`src/rtl/lrsp_pkg.sv`:
```
`timescale 1ns / 1ps
// Shared types and constants of the linear ramp step pulse generator.
// No dependencies; every other file of the block uses this package.
package lrsp_pkg;

    // Field widths
    localparam int VEL_W    = 16;
    localparam int CNT_W    = 24;
    localparam int POS_W    = 32;
    localparam int TIME_W   = 32;
    localparam int PERIOD_W = 16;

    // Timer ticks per second of the timebase
    localparam int TIMEBASE_TICKS = 1000000;

    // Serial multiplier: 32 x 32, one multiplier bit per cycle
    localparam int MUL_W     = 32;
    localparam int MUL_STEPS = MUL_W;
    localparam int MUL_CNT_W = $clog2(MUL_STEPS);

    // Serial divider: restoring, one quotient bit per cycle
    localparam int DIV_NUM_W = 48;
    localparam int DIV_DEN_W = 41;
    localparam int DIV_STEPS = DIV_NUM_W;
    localparam int DIV_CNT_W = $clog2(DIV_STEPS);

    localparam int DLY_SHIFT = 40;
    localparam logic [DIV_NUM_W-1:0] DLY_NUM      = DIV_NUM_W'(1) << DLY_SHIFT;
    localparam logic [DIV_DEN_W-1:0] TIMEBASE_DEN = DIV_DEN_W'(TIMEBASE_TICKS);

    localparam logic OP_LOAD = 1'b0;
    localparam logic OP_TICK = 1'b1;

    typedef enum logic [1:0] {
        DIR_STOP = 2'd0,
        DIR_FWD  = 2'd1,
        DIR_REV  = 2'd2
    } t_dir;

    typedef enum logic [3:0] {
        S_IDLE,
        S_SQ0,
        S_SQ1,
        S_ACC_PREP,
        S_ACC_DIV,
        S_TINC_DIV,
        S_MUL_DV,
        S_VEL,
        S_DLY_DIV,
        S_ADV,
        S_DONE
    } t_state;

endpackage

```
`src/rtl/lrsp_if.sv`:
```
`timescale 1ns / 1ps
// Valid/ready channels of the step pulse generator: input items and results.
// Depends on lrsp_pkg for the field widths.
interface lrsp_in_if;
    logic                                    valid;
    logic                                    ready;
    logic                                    opcode;
    logic        [lrsp_pkg::VEL_W-1:0]       start_velocity;
    logic        [lrsp_pkg::VEL_W-1:0]       end_velocity;
    logic signed [lrsp_pkg::CNT_W-1:0]       step_count;

    modport source (output valid, opcode, start_velocity, end_velocity, step_count,
                    input ready);
    modport sink   (input valid, opcode, start_velocity, end_velocity, step_count,
                    output ready);
endinterface

interface lrsp_out_if;
    logic                                    valid;
    logic                                    ready;
    logic                                    step_pulse;
    logic        [1:0]                       direction_code;
    logic        [lrsp_pkg::CNT_W-1:0]       steps_remaining;
    logic signed [lrsp_pkg::POS_W-1:0]       position;

    modport source (output valid, step_pulse, direction_code, steps_remaining, position,
                    input ready);
    modport sink   (input valid, step_pulse, direction_code, steps_remaining, position,
                    output ready);
endinterface

```
`src/rtl/lrsp_mul.sv`:
```
`timescale 1ns / 1ps
// Bit-serial shift-add multiplier, 32 x 32 to 64 bits, one bit per cycle.
// Depends on lrsp_pkg.
module lrsp_mul (
    input  logic                             i_clk,
    input  logic                             i_rst_n,
    input  logic                             i_start,
    input  logic [lrsp_pkg::MUL_W-1:0]       i_mcand,
    input  logic [lrsp_pkg::MUL_W-1:0]       i_mplier,
    output logic                             o_done,
    output logic [2*lrsp_pkg::MUL_W-1:0]     o_product
);
    import lrsp_pkg::*;

    logic                   r_busy;
    logic                   r_done;
    logic [MUL_CNT_W-1:0]   r_cnt;
    logic [MUL_W-1:0]       r_mcand;
    logic [MUL_W-1:0]       r_mplier;
    logic [2*MUL_W-1:0]     r_prod;
    logic [MUL_W:0]         w_sum;

    // Add the multiplicand into the upper half when the current bit is set
    assign w_sum = {1'b0, r_prod[2*MUL_W-1:MUL_W]}
                 + (r_mplier[0] ? {1'b0, r_mcand} : {(MUL_W+1){1'b0}});

    always_ff @(posedge i_clk) begin
        if (!i_rst_n) begin
            r_busy <= 1'b0;
            r_done <= 1'b0;
            r_cnt  <= '0;
        end else begin
            r_done <= 1'b0;
            if (i_start) begin
                r_busy <= 1'b1;
                r_cnt  <= MUL_CNT_W'(MUL_STEPS - 1);
            end else if (r_busy) begin
                if (r_cnt == '0) begin
                    r_busy <= 1'b0;
                    r_done <= 1'b1;
                end else begin
                    r_cnt <= r_cnt - MUL_CNT_W'(1);
                end
            end
        end
    end

    always_ff @(posedge i_clk) begin
        if (i_start) begin
            r_mcand  <= i_mcand;
            r_mplier <= i_mplier;
            r_prod   <= '0;
        end else if (r_busy) begin
            r_mplier <= {1'b0, r_mplier[MUL_W-1:1]};
            r_prod   <= {w_sum, r_prod[MUL_W-1:1]};
        end
    end

    assign o_done    = r_done;
    assign o_product = r_prod;

endmodule

```
`src/rtl/lrsp_div.sv`:
```
`timescale 1ns / 1ps
// Restoring divider, 48-bit dividend by 41-bit divisor, one quotient bit per cycle.
// Depends on lrsp_pkg.
module lrsp_div (
    input  logic                             i_clk,
    input  logic                             i_rst_n,
    input  logic                             i_start,
    input  logic [lrsp_pkg::DIV_NUM_W-1:0]   i_dividend,
    input  logic [lrsp_pkg::DIV_DEN_W-1:0]   i_divisor,
    output logic                             o_done,
    output logic [lrsp_pkg::DIV_NUM_W-1:0]   o_quotient
);
    import lrsp_pkg::*;

    logic                   r_busy;
    logic                   r_done;
    logic [DIV_CNT_W-1:0]   r_cnt;
    logic [DIV_DEN_W-1:0]   r_den;
    logic [DIV_DEN_W-1:0]   r_rem;
    logic [DIV_NUM_W-1:0]   r_quo;
    logic [DIV_DEN_W:0]     w_shift;
    logic [DIV_DEN_W:0]     w_diff;
    logic                   w_fit;

    // Dividend bits leave at the top of r_quo while quotient bits enter at the bottom
    assign w_shift = {r_rem, r_quo[DIV_NUM_W-1]};
    assign w_diff  = w_shift - {1'b0, r_den};
    assign w_fit   = w_shift >= {1'b0, r_den};

    always_ff @(posedge i_clk) begin
        if (!i_rst_n) begin
            r_busy <= 1'b0;
            r_done <= 1'b0;
            r_cnt  <= '0;
        end else begin
            r_done <= 1'b0;
            if (i_start) begin
                r_busy <= 1'b1;
                r_cnt  <= DIV_CNT_W'(DIV_STEPS - 1);
            end else if (r_busy) begin
                if (r_cnt == '0) begin
                    r_busy <= 1'b0;
                    r_done <= 1'b1;
                end else begin
                    r_cnt <= r_cnt - DIV_CNT_W'(1);
                end
            end
        end
    end

    always_ff @(posedge i_clk) begin
        if (i_start) begin
            r_den <= i_divisor;
            r_rem <= '0;
            r_quo <= i_dividend;
        end else if (r_busy) begin
            r_rem <= w_fit ? w_diff[DIV_DEN_W-1:0] : w_shift[DIV_DEN_W-1:0];
            r_quo <= {r_quo[DIV_NUM_W-2:0], w_fit};
        end
    end

    assign o_done     = r_done;
    assign o_quotient = r_quo;

endmodule

```
`src/rtl/linear_ramp_step_pulse_generator.sv`:
```
`timescale 1ns / 1ps
// Top level of the linear ramp step pulse generator for one stepper axis.
// Depends on lrsp_pkg, lrsp_if, lrsp_mul and lrsp_div.
//
// Each accepted item yields exactly one result item. A load item (opcode 0)
// starts a segment from start speed v0, end speed v1 and a signed step count;
// it sets the direction, the steps to go, v0 in Q16.16, the acceleration
// (v1^2 - v0^2) / (2|x|) in signed Q16.16 and the time increment
// tick_period / 1e6 s in Q8.24, and clears elapsed time, delay and accumulator.
// A tick item (opcode 1) issues a step when the delay accumulator has reached
// the current step delay, then recomputes the delay as 2^40 / |v0 + a*t| and
// advances accumulator and elapsed time, both saturating. All arithmetic runs
// through one bit-serial 32-step multiplier and one 48-step restoring divider,
// used one after the other. From acceptance to the loading of the result
// register, a load with motion runs two squarings, the acceleration division
// and the time increment division; an idle load (zero count or zero speeds)
// runs two squarings and the time increment division and zeroes steps to go,
// v0 and acceleration; a tick with steps left runs one product a*t and one
// reciprocal division, or the product alone when the speed works out to zero;
// a tick at the end of a segment goes straight to the result. A result that
// still waits in the output register holds the next one back until taken. One
// item is processed at a time; the input is ready again as soon as the result
// sits in the output register, even if not yet taken. The input is not ready
// during reset. tick_period must only be written while no item is in flight.
module linear_ramp_step_pulse_generator (
    input  logic                              i_clk,
    input  logic                              i_rst_n,
    input  logic                              i_cfg_we,
    input  logic [lrsp_pkg::PERIOD_W-1:0]     i_cfg_wdata,
    lrsp_in_if.sink                           i_item,
    lrsp_out_if.source                        o_result
);
    import lrsp_pkg::*;

    // Control and architectural state
    t_state                  r_state,        n_state;
    logic [PERIOD_W-1:0]     r_tick_period,  n_tick_period;
    logic [POS_W-1:0]        r_position,     n_position;
    logic [CNT_W-1:0]        r_steps_left,   n_steps_left;
    t_dir                    r_dir,          n_dir;
    logic [TIME_W-1:0]       r_elapsed,      n_elapsed;
    logic [TIME_W-1:0]       r_init_vel,     n_init_vel;
    logic signed [TIME_W-1:0] r_accel,       n_accel;
    logic [TIME_W-1:0]       r_step_delay,   n_step_delay;
    logic [TIME_W-1:0]       r_delay_acc,    n_delay_acc;
    logic [TIME_W-1:0]       r_time_inc,     n_time_inc;
    logic                    r_pulse,        n_pulse;
    logic                    r_out_valid,    n_out_valid;

    // Working registers of the current item
    logic [VEL_W-1:0]        r_v0,           n_v0;
    logic [VEL_W-1:0]        r_v1,           n_v1;
    logic [CNT_W-1:0]        r_mag,          n_mag;
    logic [MUL_W-1:0]        r_sq0,          n_sq0;
    logic [MUL_W:0]          r_diff,         n_diff;
    logic [DIV_DEN_W:0]      r_vel,          n_vel;

    // Result register
    logic                    r_res_pulse;
    logic [1:0]              r_res_dir;
    logic [CNT_W-1:0]        r_res_steps;
    logic [POS_W-1:0]        r_res_pos;
    logic                    w_res_load;

    // Shared arithmetic units
    logic                    w_mul_start;
    logic [MUL_W-1:0]        w_mul_a;
    logic [MUL_W-1:0]        w_mul_b;
    logic                    w_mul_done;
    logic [2*MUL_W-1:0]      w_mul_prod;
    logic                    w_div_start;
    logic [DIV_NUM_W-1:0]    w_div_num;
    logic [DIV_DEN_W-1:0]    w_div_den;
    logic                    w_div_done;
    logic [DIV_NUM_W-1:0]    w_div_quo;

    // Helpers
    logic                    w_in_acc;
    logic [CNT_W-1:0]        w_raw;
    logic [CNT_W-1:0]        w_raw_mag;
    logic [MUL_W-1:0]        w_accel_mag;
    logic [MUL_W-1:0]        w_diff_mag;
    logic [DIV_DEN_W:0]      w_vel_mag;
    logic [TIME_W-1:0]       w_quo_sat;
    logic [TIME_W:0]         w_acc_sum;
    logic [TIME_W:0]         w_ela_sum;
    logic [DLY_SHIFT-1:0]    w_dv;
    logic                    w_q_over_pos;
    logic                    w_q_over_neg;

    lrsp_mul u_mul (
        .i_clk     (i_clk),
        .i_rst_n   (i_rst_n),
        .i_start   (w_mul_start),
        .i_mcand   (w_mul_a),
        .i_mplier  (w_mul_b),
        .o_done    (w_mul_done),
        .o_product (w_mul_prod)
    );

    lrsp_div u_div (
        .i_clk      (i_clk),
        .i_rst_n    (i_rst_n),
        .i_start    (w_div_start),
        .i_dividend (w_div_num),
        .i_divisor  (w_div_den),
        .o_done     (w_div_done),
        .o_quotient (w_div_quo)
    );

    assign i_item.ready = i_rst_n && (r_state == S_IDLE);
    assign w_in_acc     = i_item.valid && i_item.ready;

    assign w_raw       = i_item.step_count;
    assign w_raw_mag   = w_raw[CNT_W-1] ? (~w_raw + CNT_W'(1)) : w_raw;
    assign w_accel_mag = r_accel[TIME_W-1] ? (~r_accel + TIME_W'(1)) : r_accel;
    assign w_diff_mag  = r_diff[MUL_W] ? MUL_W'(~r_diff + (MUL_W+1)'(1)) : r_diff[MUL_W-1:0];
    assign w_vel_mag   = r_vel[DIV_DEN_W] ? (~r_vel + (DIV_DEN_W+1)'(1)) : r_vel;
    assign w_dv        = w_mul_prod[2*MUL_W-1:24];

    // Saturate a divider quotient to 32 unsigned bits
    assign w_quo_sat    = (|w_div_quo[DIV_NUM_W-1:TIME_W]) ? '1 : w_div_quo[TIME_W-1:0];
    // Acceleration limits: +0x7FFFFFFF and -0x80000000
    assign w_q_over_pos = |w_div_quo[DIV_NUM_W-1:TIME_W-1];
    assign w_q_over_neg = (|w_div_quo[DIV_NUM_W-1:TIME_W])
                        || (w_div_quo[TIME_W-1] && (|w_div_quo[TIME_W-2:0]));

    assign w_acc_sum = {1'b0, r_delay_acc} + {1'b0, r_time_inc};
    assign w_ela_sum = {1'b0, r_elapsed} + {1'b0, r_time_inc};

    always_comb begin
        n_state       = r_state;
        n_tick_period = r_tick_period;
        n_position    = r_position;
        n_steps_left  = r_steps_left;
        n_dir         = r_dir;
        n_elapsed     = r_elapsed;
        n_init_vel    = r_init_vel;
        n_accel       = r_accel;
        n_step_delay  = r_step_delay;
        n_delay_acc   = r_delay_acc;
        n_time_inc    = r_time_inc;
        n_pulse       = r_pulse;
        n_v0          = r_v0;
        n_v1          = r_v1;
        n_mag         = r_mag;
        n_sq0         = r_sq0;
        n_diff        = r_diff;
        n_vel         = r_vel;
        n_out_valid   = r_out_valid && !o_result.ready;
        w_res_load    = 1'b0;
        w_mul_start   = 1'b0;
        w_mul_a       = '0;
        w_mul_b       = '0;
        w_div_start   = 1'b0;
        w_div_num     = '0;
        w_div_den     = '0;

        if (i_cfg_we) begin
            n_tick_period = i_cfg_wdata;
        end

        case (r_state)
            S_IDLE: begin
                if (w_in_acc) begin
                    n_pulse = 1'b0;
                    if (i_item.opcode == OP_LOAD) begin
                        // Latch the segment and start with v0 squared
                        n_v0         = i_item.start_velocity;
                        n_v1         = i_item.end_velocity;
                        n_mag        = w_raw_mag;
                        n_dir        = (w_raw == '0) ? DIR_STOP
                                     : (w_raw[CNT_W-1] ? DIR_REV : DIR_FWD);
                        n_elapsed    = '0;
                        n_step_delay = '0;
                        n_delay_acc  = '0;
                        w_mul_start  = 1'b1;
                        w_mul_a      = MUL_W'(i_item.start_velocity);
                        w_mul_b      = MUL_W'(i_item.start_velocity);
                        n_state      = S_SQ0;
                    end else if (r_steps_left == '0) begin
                        // Segment finished: clear the step pulse and hold everything else
                        n_state = S_DONE;
                    end else begin
                        if (r_delay_acc >= r_step_delay) begin
                            n_delay_acc  = r_delay_acc - r_step_delay;
                            n_steps_left = r_steps_left - CNT_W'(1);
                            n_pulse      = 1'b1;
                            case (r_dir)
                                DIR_FWD: n_position = r_position + POS_W'(1);
                                DIR_REV: n_position = r_position - POS_W'(1);
                                default: n_position = r_position;
                            endcase
                        end
                        // Speed change |a| * t uses the time before this tick
                        w_mul_start = 1'b1;
                        w_mul_a     = w_accel_mag;
                        w_mul_b     = r_elapsed;
                        n_state     = S_MUL_DV;
                    end
                end
            end

            S_SQ0: begin
                if (w_mul_done) begin
                    n_sq0       = w_mul_prod[MUL_W-1:0];
                    w_mul_start = 1'b1;
                    w_mul_a     = MUL_W'(r_v1);
                    w_mul_b     = MUL_W'(r_v1);
                    n_state     = S_SQ1;
                end
            end

            S_SQ1: begin
                if (w_mul_done) begin
                    n_diff  = {1'b0, w_mul_prod[MUL_W-1:0]} - {1'b0, r_sq0};
                    n_state = S_ACC_PREP;
                end
            end

            S_ACC_PREP: begin
                if ((r_mag != '0) && ((r_v0 != '0) || (r_v1 != '0))) begin
                    n_steps_left = r_mag;
                    n_init_vel   = {r_v0, 16'h0000};
                    w_div_start  = 1'b1;
                    w_div_num    = {w_diff_mag, 16'h0000};
                    w_div_den    = {16'h0000, r_mag, 1'b0};
                    n_state      = S_ACC_DIV;
                end else begin
                    // Idle segment: no steps, no motion
                    n_steps_left = '0;
                    n_init_vel   = '0;
                    n_accel      = '0;
                    w_div_start  = 1'b1;
                    w_div_num    = {8'h00, r_tick_period, 24'h000000};
                    w_div_den    = TIMEBASE_DEN;
                    n_state      = S_TINC_DIV;
                end
            end

            S_ACC_DIV: begin
                if (w_div_done) begin
                    if (r_diff[MUL_W]) begin
                        n_accel = w_q_over_neg ? 32'sh8000_0000
                                : (~w_div_quo[TIME_W-1:0] + TIME_W'(1));
                    end else begin
                        n_accel = w_q_over_pos ? 32'sh7FFF_FFFF : w_div_quo[TIME_W-1:0];
                    end
                    w_div_start = 1'b1;
                    w_div_num   = {8'h00, r_tick_period, 24'h000000};
                    w_div_den   = TIMEBASE_DEN;
                    n_state     = S_TINC_DIV;
                end
            end

            S_TINC_DIV: begin
                if (w_div_done) begin
                    n_time_inc = w_quo_sat;
                    n_state    = S_DONE;
                end
            end

            S_MUL_DV: begin
                if (w_mul_done) begin
                    if (r_accel[TIME_W-1]) begin
                        n_vel = {10'b0, r_init_vel} - {2'b0, w_dv};
                    end else begin
                        n_vel = {10'b0, r_init_vel} + {2'b0, w_dv};
                    end
                    n_state = S_VEL;
                end
            end

            S_VEL: begin
                if (w_vel_mag == '0) begin
                    n_step_delay = '0;
                    n_state      = S_ADV;
                end else begin
                    w_div_start = 1'b1;
                    w_div_num   = DLY_NUM;
                    w_div_den   = w_vel_mag[DIV_DEN_W-1:0];
                    n_state     = S_DLY_DIV;
                end
            end

            S_DLY_DIV: begin
                if (w_div_done) begin
                    n_step_delay = w_quo_sat;
                    n_state      = S_ADV;
                end
            end

            S_ADV: begin
                // Advance accumulator and elapsed time, saturating at all ones
                n_delay_acc = w_acc_sum[TIME_W] ? '1 : w_acc_sum[TIME_W-1:0];
                n_elapsed   = w_ela_sum[TIME_W] ? '1 : w_ela_sum[TIME_W-1:0];
                n_state     = S_DONE;
            end

            S_DONE: begin
                // Hold until the output register is free
                if (!r_out_valid || o_result.ready) begin
                    w_res_load  = 1'b1;
                    n_out_valid = 1'b1;
                    n_state     = S_IDLE;
                end
            end

            default: begin
                n_state = S_IDLE;
            end
        endcase
    end

    always_ff @(posedge i_clk) begin
        if (!i_rst_n) begin
            r_state       <= S_IDLE;
            r_tick_period <= PERIOD_W'(100);
            r_position    <= '0;
            r_steps_left  <= '0;
            r_dir         <= DIR_STOP;
            r_elapsed     <= '0;
            r_init_vel    <= '0;
            r_accel       <= '0;
            r_step_delay  <= '0;
            r_delay_acc   <= '0;
            r_time_inc    <= '0;
            r_pulse       <= 1'b0;
            r_out_valid   <= 1'b0;
        end else begin
            r_state       <= n_state;
            r_tick_period <= n_tick_period;
            r_position    <= n_position;
            r_steps_left  <= n_steps_left;
            r_dir         <= n_dir;
            r_elapsed     <= n_elapsed;
            r_init_vel    <= n_init_vel;
            r_accel       <= n_accel;
            r_step_delay  <= n_step_delay;
            r_delay_acc   <= n_delay_acc;
            r_time_inc    <= n_time_inc;
            r_pulse       <= n_pulse;
            r_out_valid   <= n_out_valid;
        end
    end

    always_ff @(posedge i_clk) begin
        r_v0   <= n_v0;
        r_v1   <= n_v1;
        r_mag  <= n_mag;
        r_sq0  <= n_sq0;
        r_diff <= n_diff;
        r_vel  <= n_vel;
        if (w_res_load) begin
            r_res_pulse <= r_pulse;
            r_res_dir   <= r_dir;
            r_res_steps <= r_steps_left;
            r_res_pos   <= r_position;
        end
    end

    assign o_result.valid           = r_out_valid;
    assign o_result.step_pulse      = r_res_pulse;
    assign o_result.direction_code  = r_res_dir;
    assign o_result.steps_remaining = r_res_steps;
    assign o_result.position        = r_res_pos;

endmodule
```
`src/flat_wrapper.sv`:
```
// flat-port wrapper written by rule: the top's interface ports become plain ports
module linear_ramp_step_pulse_generator_flat import lrsp_pkg::*;
  (i_clk, i_rst_n, i_cfg_we, i_cfg_wdata, i_item_valid, i_item_opcode, i_item_start_velocity, i_item_end_velocity, i_item_step_count, i_item_ready, o_result_valid, o_result_step_pulse, o_result_direction_code, o_result_steps_remaining, o_result_position, o_result_ready);
  lrsp_in_if i_item_i ();
  lrsp_out_if o_result_i ();
  input  logic i_clk;
  input  logic i_rst_n;
  input  logic i_cfg_we;
  input  logic [lrsp_pkg::PERIOD_W-1:0] i_cfg_wdata;
  input wire logic [$bits(i_item_i.valid)-1:0] i_item_valid;
  input wire logic [$bits(i_item_i.opcode)-1:0] i_item_opcode;
  input wire logic [$bits(i_item_i.start_velocity)-1:0] i_item_start_velocity;
  input wire logic [$bits(i_item_i.end_velocity)-1:0] i_item_end_velocity;
  input wire logic [$bits(i_item_i.step_count)-1:0] i_item_step_count;
  output wire logic [$bits(i_item_i.ready)-1:0] i_item_ready;
  output wire logic [$bits(o_result_i.valid)-1:0] o_result_valid;
  output wire logic [$bits(o_result_i.step_pulse)-1:0] o_result_step_pulse;
  output wire logic [$bits(o_result_i.direction_code)-1:0] o_result_direction_code;
  output wire logic [$bits(o_result_i.steps_remaining)-1:0] o_result_steps_remaining;
  output wire logic [$bits(o_result_i.position)-1:0] o_result_position;
  input wire logic [$bits(o_result_i.ready)-1:0] o_result_ready;
  assign i_item_i.valid = i_item_valid;
  assign i_item_i.opcode = i_item_opcode;
  assign i_item_i.start_velocity = i_item_start_velocity;
  assign i_item_i.end_velocity = i_item_end_velocity;
  assign i_item_i.step_count = i_item_step_count;
  assign i_item_ready = i_item_i.ready;
  assign o_result_valid = o_result_i.valid;
  assign o_result_step_pulse = o_result_i.step_pulse;
  assign o_result_direction_code = o_result_i.direction_code;
  assign o_result_steps_remaining = o_result_i.steps_remaining;
  assign o_result_position = o_result_i.position;
  assign o_result_i.ready = o_result_ready;
  linear_ramp_step_pulse_generator u_core (.i_clk(i_clk), .i_rst_n(i_rst_n), .i_cfg_we(i_cfg_we), .i_cfg_wdata(i_cfg_wdata), .i_item(i_item_i), .o_result(o_result_i));
endmodule
```
`config.mk`:
```
export PLATFORM = sky130hd
export DESIGN_NAME = linear_ramp_step_pulse_generator_flat
export DESIGN_NICKNAME = d
export VERILOG_FILES = /design/src/rtl/lrsp_pkg.sv /design/src/rtl/lrsp_if.sv /design/src/rtl/lrsp_mul.sv /design/src/rtl/lrsp_div.sv /design/src/rtl/linear_ramp_step_pulse_generator.sv /design/src/flat_wrapper.sv
export SDC_FILE = /design/constraint.sdc
export NUM_CORES = 2
export LEC_CHECK = 0
export BUFFER_PORTS_ARGS = -buffer_cell sky130_fd_sc_hd__buf_2
export CORE_UTILIZATION = 33
export CTS_CLUSTER_DIAMETER = 120
export CTS_CLUSTER_SIZE = 30
export DETAILED_ROUTE_END_ITERATION = 10
export HOLD_SLACK_MARGIN = 0.05
export PLACE_DENSITY_LB_ADDON = 0.12
export SYNTH_ARGS = -nofsm -noshare
export SYNTH_HDL_FRONTEND = slang
export SYNTH_HIERARCHICAL = 1
export SYNTH_SLANG_ARGS = --single-unit
export TNS_END_PERCENT = 30
```
`constraint.sdc`:
```
create_clock -name i_clk -period 14.17 [get_ports i_clk]
set_input_delay 1.417 -clock i_clk [delete_from_list [all_inputs] [get_ports i_clk]]
set_output_delay 1.417 -clock i_clk [all_outputs]
set_load 0.005 [all_outputs]
```
# [Word-level counts from Yosys, hierarchy flattened]
# Cells that the tools add are included.
[word_totals] elab_cells=246 output_inout_bits=61 ff_bits=767 input_bits=78
[classes] addsub=18 reduce_logical=48 n_eq_ne=30 bitwise_logic=11 mux=100 magnitude_cmp=2
[op_table] cell="$mux 32" n=28
[op_table] cell="$pmux 32 s2" n=6
[op_table] cell="$mux 48" n=3
[op_table] cell="$pmux 48 s3" n=1
[op_table] cell="$mux 41" n=3
[op_table] cell="$pmux 41 s3" n=1
[op_table] cell="$mux 24" n=5
[op_table] cell="$add 32x1->32 const B" n=3
[op_table] cell="$not 32->32" n=3
[op_table] cell="$pmux 32 s3" n=1
[op_table] cell="$mux 42" n=2
[op_table] cell="$add 32x32->33" n=2
[op_table] cell="$logic_not 24->1" n=2
[op_table] cell="$pmux 24 s2" n=1
[op_table] cell="$pmux 4 s11" n=1
[op_table] cell="$add 42x1->42 const B" n=1
[op_table] cell="$ge 42x41->1" n=1
[op_table] cell="$logic_not 42->1" n=1
[op_table] cell="$not 42->42" n=1
[op_table] cell="$add 32x40->41" n=1
[op_table] cell="$sub 32x40->41" n=1
[op_table] cell="$sub 41x41->41" n=1
[op_table] cell="$mux 4" n=10
[op_table] cell="$mux 40" n=1
[op_table] cell="other kinds (52)" n=129

# [Longest topological paths before layout]
[depth] depth_word=8 mapped_depth=19

# [Hierarchy]
# The synthesis kept the hierarchy.
[by_module_without_submodules] mod="linear_ramp_step_pulse_generator" n_inst=1 cells_per_inst=3748 area_per_inst_um2=31910.6
[by_module_without_submodules] mod="lrsp_div" n_inst=1 cells_per_inst=820 area_per_inst_um2=8255.4
[by_module_without_submodules] mod="lrsp_mul" n_inst=1 cells_per_inst=601 area_per_inst_um2=6658.9

# [Least setup slack after synthesis]
# Ideal clock, no wire load.
[synth_path] path_kind="flip-flop to flip-flop" from="register u_core.r_vel[9]" to="register u_core.u_div.r_quo[0] (netlist: u_core/u_div/o_quotient[0]), enable pin" required_ns=13.800 synth_period_minus_slack_ns=6.105 path_stages_with_launch=16 arrival_ns=5.735 setup_slack_ns=8.065 n_path_buf=4 setup_ns=0.370 path_cell_list="edfxtp_1 > or4_4 > or4_4 > buf_6 > or4_4 > mux2_4 > a32oi_1 > nor3_2 > nand4_2 > nor4_4 > or2_1 > buf_2 > nand3_1 > clkbuf_1 > clkbuf_1 > or2_2"
[synth_between] elab_chain_len=7
[synth_rtl] element="start: declaration" line_no="linear_ramp_step_pulse_generator.sv:56" rtl="logic [DIV_DEN_W:0] r_vel, n_vel;"
[synth_rtl] element="start signal: assignment" line_no="linear_ramp_step_pulse_generator.sv:353" rtl="r_vel <= n_vel;"
[synth_rtl] element="$not 42->42" line_no="linear_ramp_step_pulse_generator.sv:118" rtl="assign w_vel_mag = r_vel[DIV_DEN_W] ? (~r_vel + (DIV_DEN_W+1)'(1)) : r_vel;"
[synth_rtl] element="$add 42x1->42" line_no="linear_ramp_step_pulse_generator.sv:118"
[synth_rtl] element="$mux 42 (*)" line_no="linear_ramp_step_pulse_generator.sv:118"
[synth_rtl] element="$logic_not 42->1 (*)" line_no="linear_ramp_step_pulse_generator.sv:275" rtl="if (w_vel_mag == '0) begin"
[synth_rtl] element="$mux 1 (*)" line_no="linear_ramp_step_pulse_generator.sv:275"
[synth_rtl] element="$pmux 1 s3 (*)" line_no="linear_ramp_step_pulse_generator.sv:163" rtl="case (r_state)"
[synth_rtl] element="net u_core.w_div_start" line_no="linear_ramp_step_pulse_generator.sv:71" rtl="logic w_div_start;"
[synth_rtl] element="$reduce_bool 2->1 (no line) (*)"
[synth_rtl] element="end signal: assignment" line_no="lrsp_div.sv:55" rtl="r_quo <= i_dividend;"
[synth_rtl] element="end signal: assignment" line_no="lrsp_div.sv:58" rtl="r_quo <= {r_quo[DIV_NUM_W-2:0], w_fit};"
[synth_rtl] element="end: declaration" line_no="lrsp_div.sv:20" rtl="logic [DIV_NUM_W-1:0] r_quo;"
# Mark *: on every way through the listed nets, which the timed path passes. The rest lies on a longest branch.
# A chain may end at the register's enable or synchronous reset.

# [Worst setup path after layout]
[layout_path] from="register u_core.r_vel[0]" to="register u_core.u_div.r_quo[38] (netlist: u_core/u_div/o_quotient[38]), data pin"
[layout_between] elab_chain_len=7
[layout_rtl] element="$not 42->42" line_no="linear_ramp_step_pulse_generator.sv:118"
[layout_rtl] element="$add 42x1->42" line_no="linear_ramp_step_pulse_generator.sv:118"
[layout_rtl] element="$mux 42 (*)" line_no="linear_ramp_step_pulse_generator.sv:118"
[layout_rtl] element="$logic_not 42->1 (*)" line_no="linear_ramp_step_pulse_generator.sv:275"
[layout_rtl] element="$mux 1 (*)" line_no="linear_ramp_step_pulse_generator.sv:275"
[layout_rtl] element="$pmux 1 s3 (*)" line_no="linear_ramp_step_pulse_generator.sv:163"
[layout_rtl] element="net u_core.w_div_start" line_no="linear_ramp_step_pulse_generator.sv:71"
[layout_rtl] element="$mux 48 (*)" line_no="lrsp_div.sv:52" rtl="if (i_start) begin"
# Marks and branches as above.

==> metrics.json <==
{
  "floorplan": {
    "boundaryPins": 139,
    "starting_density_of_the_core": 0.334,
    "die_w_um": 379,
    "die-area_mm2": 0.143,
    "fp.coreArea_mm2": 0.140,
    "dieHeight_um": 379,
    "rows": 137
  },
  "power": {
    "totalPowerFinal_uw": 6940,
    "worst_ir_drop_vdd_mv": 0.112,
    "p_leak_uw": 0.0195,
    "powerDensity_mw_per_mm2": 137
  },
  "outcome": {
    "run_status": "finished, final reports clean"
  },
  "grt": {
    "grt_first_pass_wirelength_um": 220000,
    "grt.total_usage": 0.196,
    "number_of_global_route_vias_before_repair": 35900,
    "grt_max_degree": 93,
    "antenna_found_initial": 14,
    "total_global_routing_overflow": 0
  },
  "worst_setup_path": {
    "ff2ff_setup_slack_ns": 8.62,
    "critical_path.reg2reg.endpoint": "u_core/u_div/o_quotient[38]$_DFFE_PP_",
    "worst-endpoint-required_ns": 14.57,
    "critPathKind": "flop to flop",
    "crit_path_dat_ns": 5.95,
    "r2r-start": "u_core/r_vel[0]$_DFFE_PP_",
    "r2r.worst_path.cells": 15,
    "path_max_fanout": 44,
    "type_of_origin_of_the_critical_path": "flop",
    "crit_path_end_kind": "flop"
  },
  "placed_design": {
    "placedCellCount": 6997,
    "port_buffers": 138,
    "dp.final_hpwl_um": 106000,
    "gpl.final_weighted_congestion": 0.871
  },
  "cts": {
    "worst_setup_hold_path_clk_slew_ns": 0.12,
    "clock_sink_count": 751,
    "ctsHtreeMaxLevel": 2,
    "cts_hold_repair.buffers": 0,
    "cts_buffers": 34,
    "postCtsSetupRepairBufs": 0,
    "max-clock-path-buffers": 3,
    "cts_root_buf": "sky130_fd_sc_hd__clkbuf_16",
    "worst_skew_pair.late_latency_ns": 0.66,
    "cts_tree": "yes",
    "cts_resized": 0
  },
  "routing": {
    "detail_route.drc_violations": 0,
    "drt_first_iter_violations": 2880,
    "drt-pass1-iter-count": 6,
    "antenna_left": 0,
    "drt_wl_total_um": 144000,
    "detailroute.via_count": 37900,
    "avgRoutedWirePerCell_um": 20.3,
    "drt-vias-per-instance": 5.37
  },
  "final_layout": {
    "syn2layout_area_growth_pct": 7.79,
    "diodes": 0,
    "nets": 5519,
    "post_route_cells_drive_above_1_share": 0.0845,
    "layoutNonFillerInstCount": 7059
  },
  "sta": {
    "grt_setup_unrepaired": "false",
    "min_period_ns": 5.55,
    "finalHoldViolCount": 0,
    "final.setup_skew_ns": 0.0372,
    "totalNegativeSetupSlack_ns": 0,
    "max-slew-margin-rel": 0.210,
    "timing.fmax_mhz": 180,
    "slew_viol_final": 0,
    "tightestPinTransition_ns": 1.19,
    "period_share": 0.392,
    "setup-violations-final": 0
  },
  "min_path": {
    "min_to": "u_core/r_sq0[0]$_DFFE_PP_",
    "launch_point_of_the_worst_hold_path": "u_core/u_mul/o_product[0]$_SDFFE_PP0P_",
    "min-delay-path-class": "flop to flop",
    "min_delay_path_depth": 0
  },
  "yosys": {
    "synthesis.instances": 5169,
    "netlist_area_mm2": 0.0468,
    "postSynthRegisterBits": 751,
    "ys_warn_count": 6,
    "seq_area_frac_synth": 0.401,
    "avgSynthCellArea_um2": 9.06,
    "ys_async_sr_fraction": 0,
    "synthFlopType": "sky130_fd_sc_hd__dfxtp_1",
    "synthDistinctLibCells": 118,
    "synth-edff-count": 375
  },
  "job": {
    "max-cap-violations": 0
  }
}
==> final cells by class <==
type	instances	area (µm²)
clock buffers	48	988
inverters	242	930
repair buffers	190	1090
fillers	14500	89700
multi-input cells	3938	26200
flip-flops and latches	751	18800
well taps	1876	2350
clock inverters	14	163
==> sequential cells by signal (all words and copies together) (netlist names), 33 cells and up <==
| name | cells |
|---|---|
| u_core/u_div/r_den | 41 |
| u_core/u_div/o_quotient | 48 |
| u_core/r_vel | 42 |
| u_core/u_div/r_rem | 41 |
| u_core/r_diff | 33 |
| u_core/u_mul/o_product | 64 |
==> worst max-delay path by stage <==
stage / slack, ns / startpoint / end
after floorplan: 8.06 / u_core/r_vel[9]$_DFFE_PP_ / u_core/u_div/o_quotient[0]$_DFFE_PP_
after global placement: 8.65 / u_core/r_vel[0]$_DFFE_PP_ / u_core/u_div/o_quotient[36]$_DFFE_PP_
after detailed placement: 8.60 / u_core/r_vel[0]$_DFFE_PP_ / u_core/u_div/o_quotient[38]$_DFFE_PP_
after CTS: 8.59 / u_core/r_vel[0]$_DFFE_PP_ / u_core/u_div/o_quotient[35]$_DFFE_PP_
after global routing: 8.28 / u_core/r_vel[0]$_DFFE_PP_ / u_core/u_div/o_quotient[39]$_DFFE_PP_
final: 8.62 / u_core/r_vel[0]$_DFFE_PP_ / u_core/u_div/o_quotient[38]$_DFFE_PP_
==> synthesized netlist by cell type (all sizes together) (19+ instances only) <==
master | n | area (µm²)
nand3 | 90 | 450
and3 | 33 | 211
mux2i | 86 | 861
and2 | 72 | 453
inv | 238 | 893
a21boi | 19 | 154
nor2 | 470 | 1780
nand2b | 50 | 313
xor2 | 197 | 1730
o21bai | 34 | 255
o31ai | 55 | 432
xnor2 | 183 | 1600
a21o | 113 | 850
nand2 | 406 | 1530
nor4 | 51 | 383
nor3 | 95 | 485
nand4 | 40 | 269
o211ai | 27 | 213
edfxtp | 375 | 11300
or3 | 49 | 307
a211oi | 71 | 566
or4 | 32 | 251
nor2b | 48 | 300
a311oi | 45 | 457
clkbuf | 200 | 763
or2 | 21 | 131
mux2 | 81 | 916
buf | 52 | 329
o21ai | 475 | 2390
dfxtp | 376 | 7530
a21oi | 452 | 2300
o41ai | 28 | 245
a22oi | 32 | 240
ha | 276 | 3450
a31oi | 61 | 382
o21a | 42 | 315
==> cell families after synthesis <==
kind of cell / Yosys count / share of synthesized area
AOI/OAI and AO/OA: 1588 / 0.214
and+or+nand+nor: 1503 / 0.155
DFF: 751 / 0.401
buffers and inverters: 495 / 0.0432
xor gates and xnor gates: 380 / 0.0711
adders and majority gates: 284 / 0.0772
muxes: 167 / 0.0379
other: 1 / 0.0000801
==> layout by cell type, fill, tap and decap left out, types with 29 or more instances in the layout <==
cell type                   synthesis  final
sky130_fd_sc_hd__nand3_1           90     89
sky130_fd_sc_hd__xnor2_1          183    183
sky130_fd_sc_hd__nor2_1           468    465
sky130_fd_sc_hd__o21ai_1           71     70
sky130_fd_sc_hd__mux2_2            80     80
sky130_fd_sc_hd__buf_2             20    138
sky130_fd_sc_hd__a211oi_1          66     66
sky130_fd_sc_hd__mux2i_1           86     86
sky130_fd_sc_hd__nor4_1            45     44
sky130_fd_sc_hd__a311oi_1          35     35
sky130_fd_sc_hd__inv_1            237    236
sky130_fd_sc_hd__nor3_1            93     93
sky130_fd_sc_hd__o21bai_1          34     34
sky130_fd_sc_hd__nand2_1          404    404
sky130_fd_sc_hd__or4_1             29     29
sky130_fd_sc_hd__nand4_1           37     37
sky130_fd_sc_hd__dfxtp_1          376    373
sky130_fd_sc_hd__a31oi_1           61     61
sky130_fd_sc_hd__a21oi_1          443    442
sky130_fd_sc_hd__o31ai_1           53     53
sky130_fd_sc_hd__ha_1             276    276
sky130_fd_sc_hd__or3_1             49     49
sky130_fd_sc_hd__and2_1            69     68
sky130_fd_sc_hd__and3_1            32     30
sky130_fd_sc_hd__a22oi_1           32     32
sky130_fd_sc_hd__nor2b_1           48     47
sky130_fd_sc_hd__edfxtp_1         375    375
sky130_fd_sc_hd__o21a_1            42     42
sky130_fd_sc_hd__nand2b_1          50     48
sky130_fd_sc_hd__clkbuf_16          0     38
sky130_fd_sc_hd__o21ai_0          400    400
sky130_fd_sc_hd__buf_4              7     51
sky130_fd_sc_hd__xor2_1           197    197
sky130_fd_sc_hd__a21o_1           112    112
==> per-layer routing <==
metal / wire, µm / track usage / part of all wire / vias up
met5: 13 / 0 / 0.000091 / -
met4: 3570 / 0.0488 / 0.025 / 2
met3: 5280 / 0.0205 / 0.037 / 141
met2: 64000 / 0.312 / 0.45 / 707
met1: 70800 / 0.281 / 0.49 / 18200
li1: - / - / - / 18800
==> critical path, cell delays in order, from the launching register on <==
cell                       delay [ns]
sky130_fd_sc_hd__edfxtp_1        0.47
sky130_fd_sc_hd__inv_1           0.11
sky130_fd_sc_hd__ha_1            0.21
sky130_fd_sc_hd__or4b_1          0.52
sky130_fd_sc_hd__or2_1           0.38
sky130_fd_sc_hd__o41ai_1         0.35
sky130_fd_sc_hd__xor2_1          0.28
sky130_fd_sc_hd__nand4_1         0.13
sky130_fd_sc_hd__nor4_1          0.41
sky130_fd_sc_hd__nand4_2         0.22
sky130_fd_sc_hd__nor4_4          0.51
sky130_fd_sc_hd__or2_1           0.23
sky130_fd_sc_hd__nand3_4         0.23
sky130_fd_sc_hd__buf_4           0.40
sky130_fd_sc_hd__buf_4           0.39
sky130_fd_sc_hd__mux2_2          0.34
==> stage by stage <==
step	setup slack [ns]	hold WS (ns)	cell area (µm²)	util
after global placement	8.65	0.430	49300	0.352
after detailed placement	8.60	0.428	49300	0.352
after floorplan	8.06	0.409	46900	-
after CTS	8.59	0.447	50500	0.360
final	8.62	0.441	50500	0.360
after global routing	8.28	0.472	50500	0.360
==> power breakdown <==
| group | switching [µW] | internal, µW |
|---|---|---|
| clock network | 795 | 537 |
| logic | 1690 | 1030 |
| registers | 265 | 2630 |
Note: power is estimated with default switching activity, not from simulation.
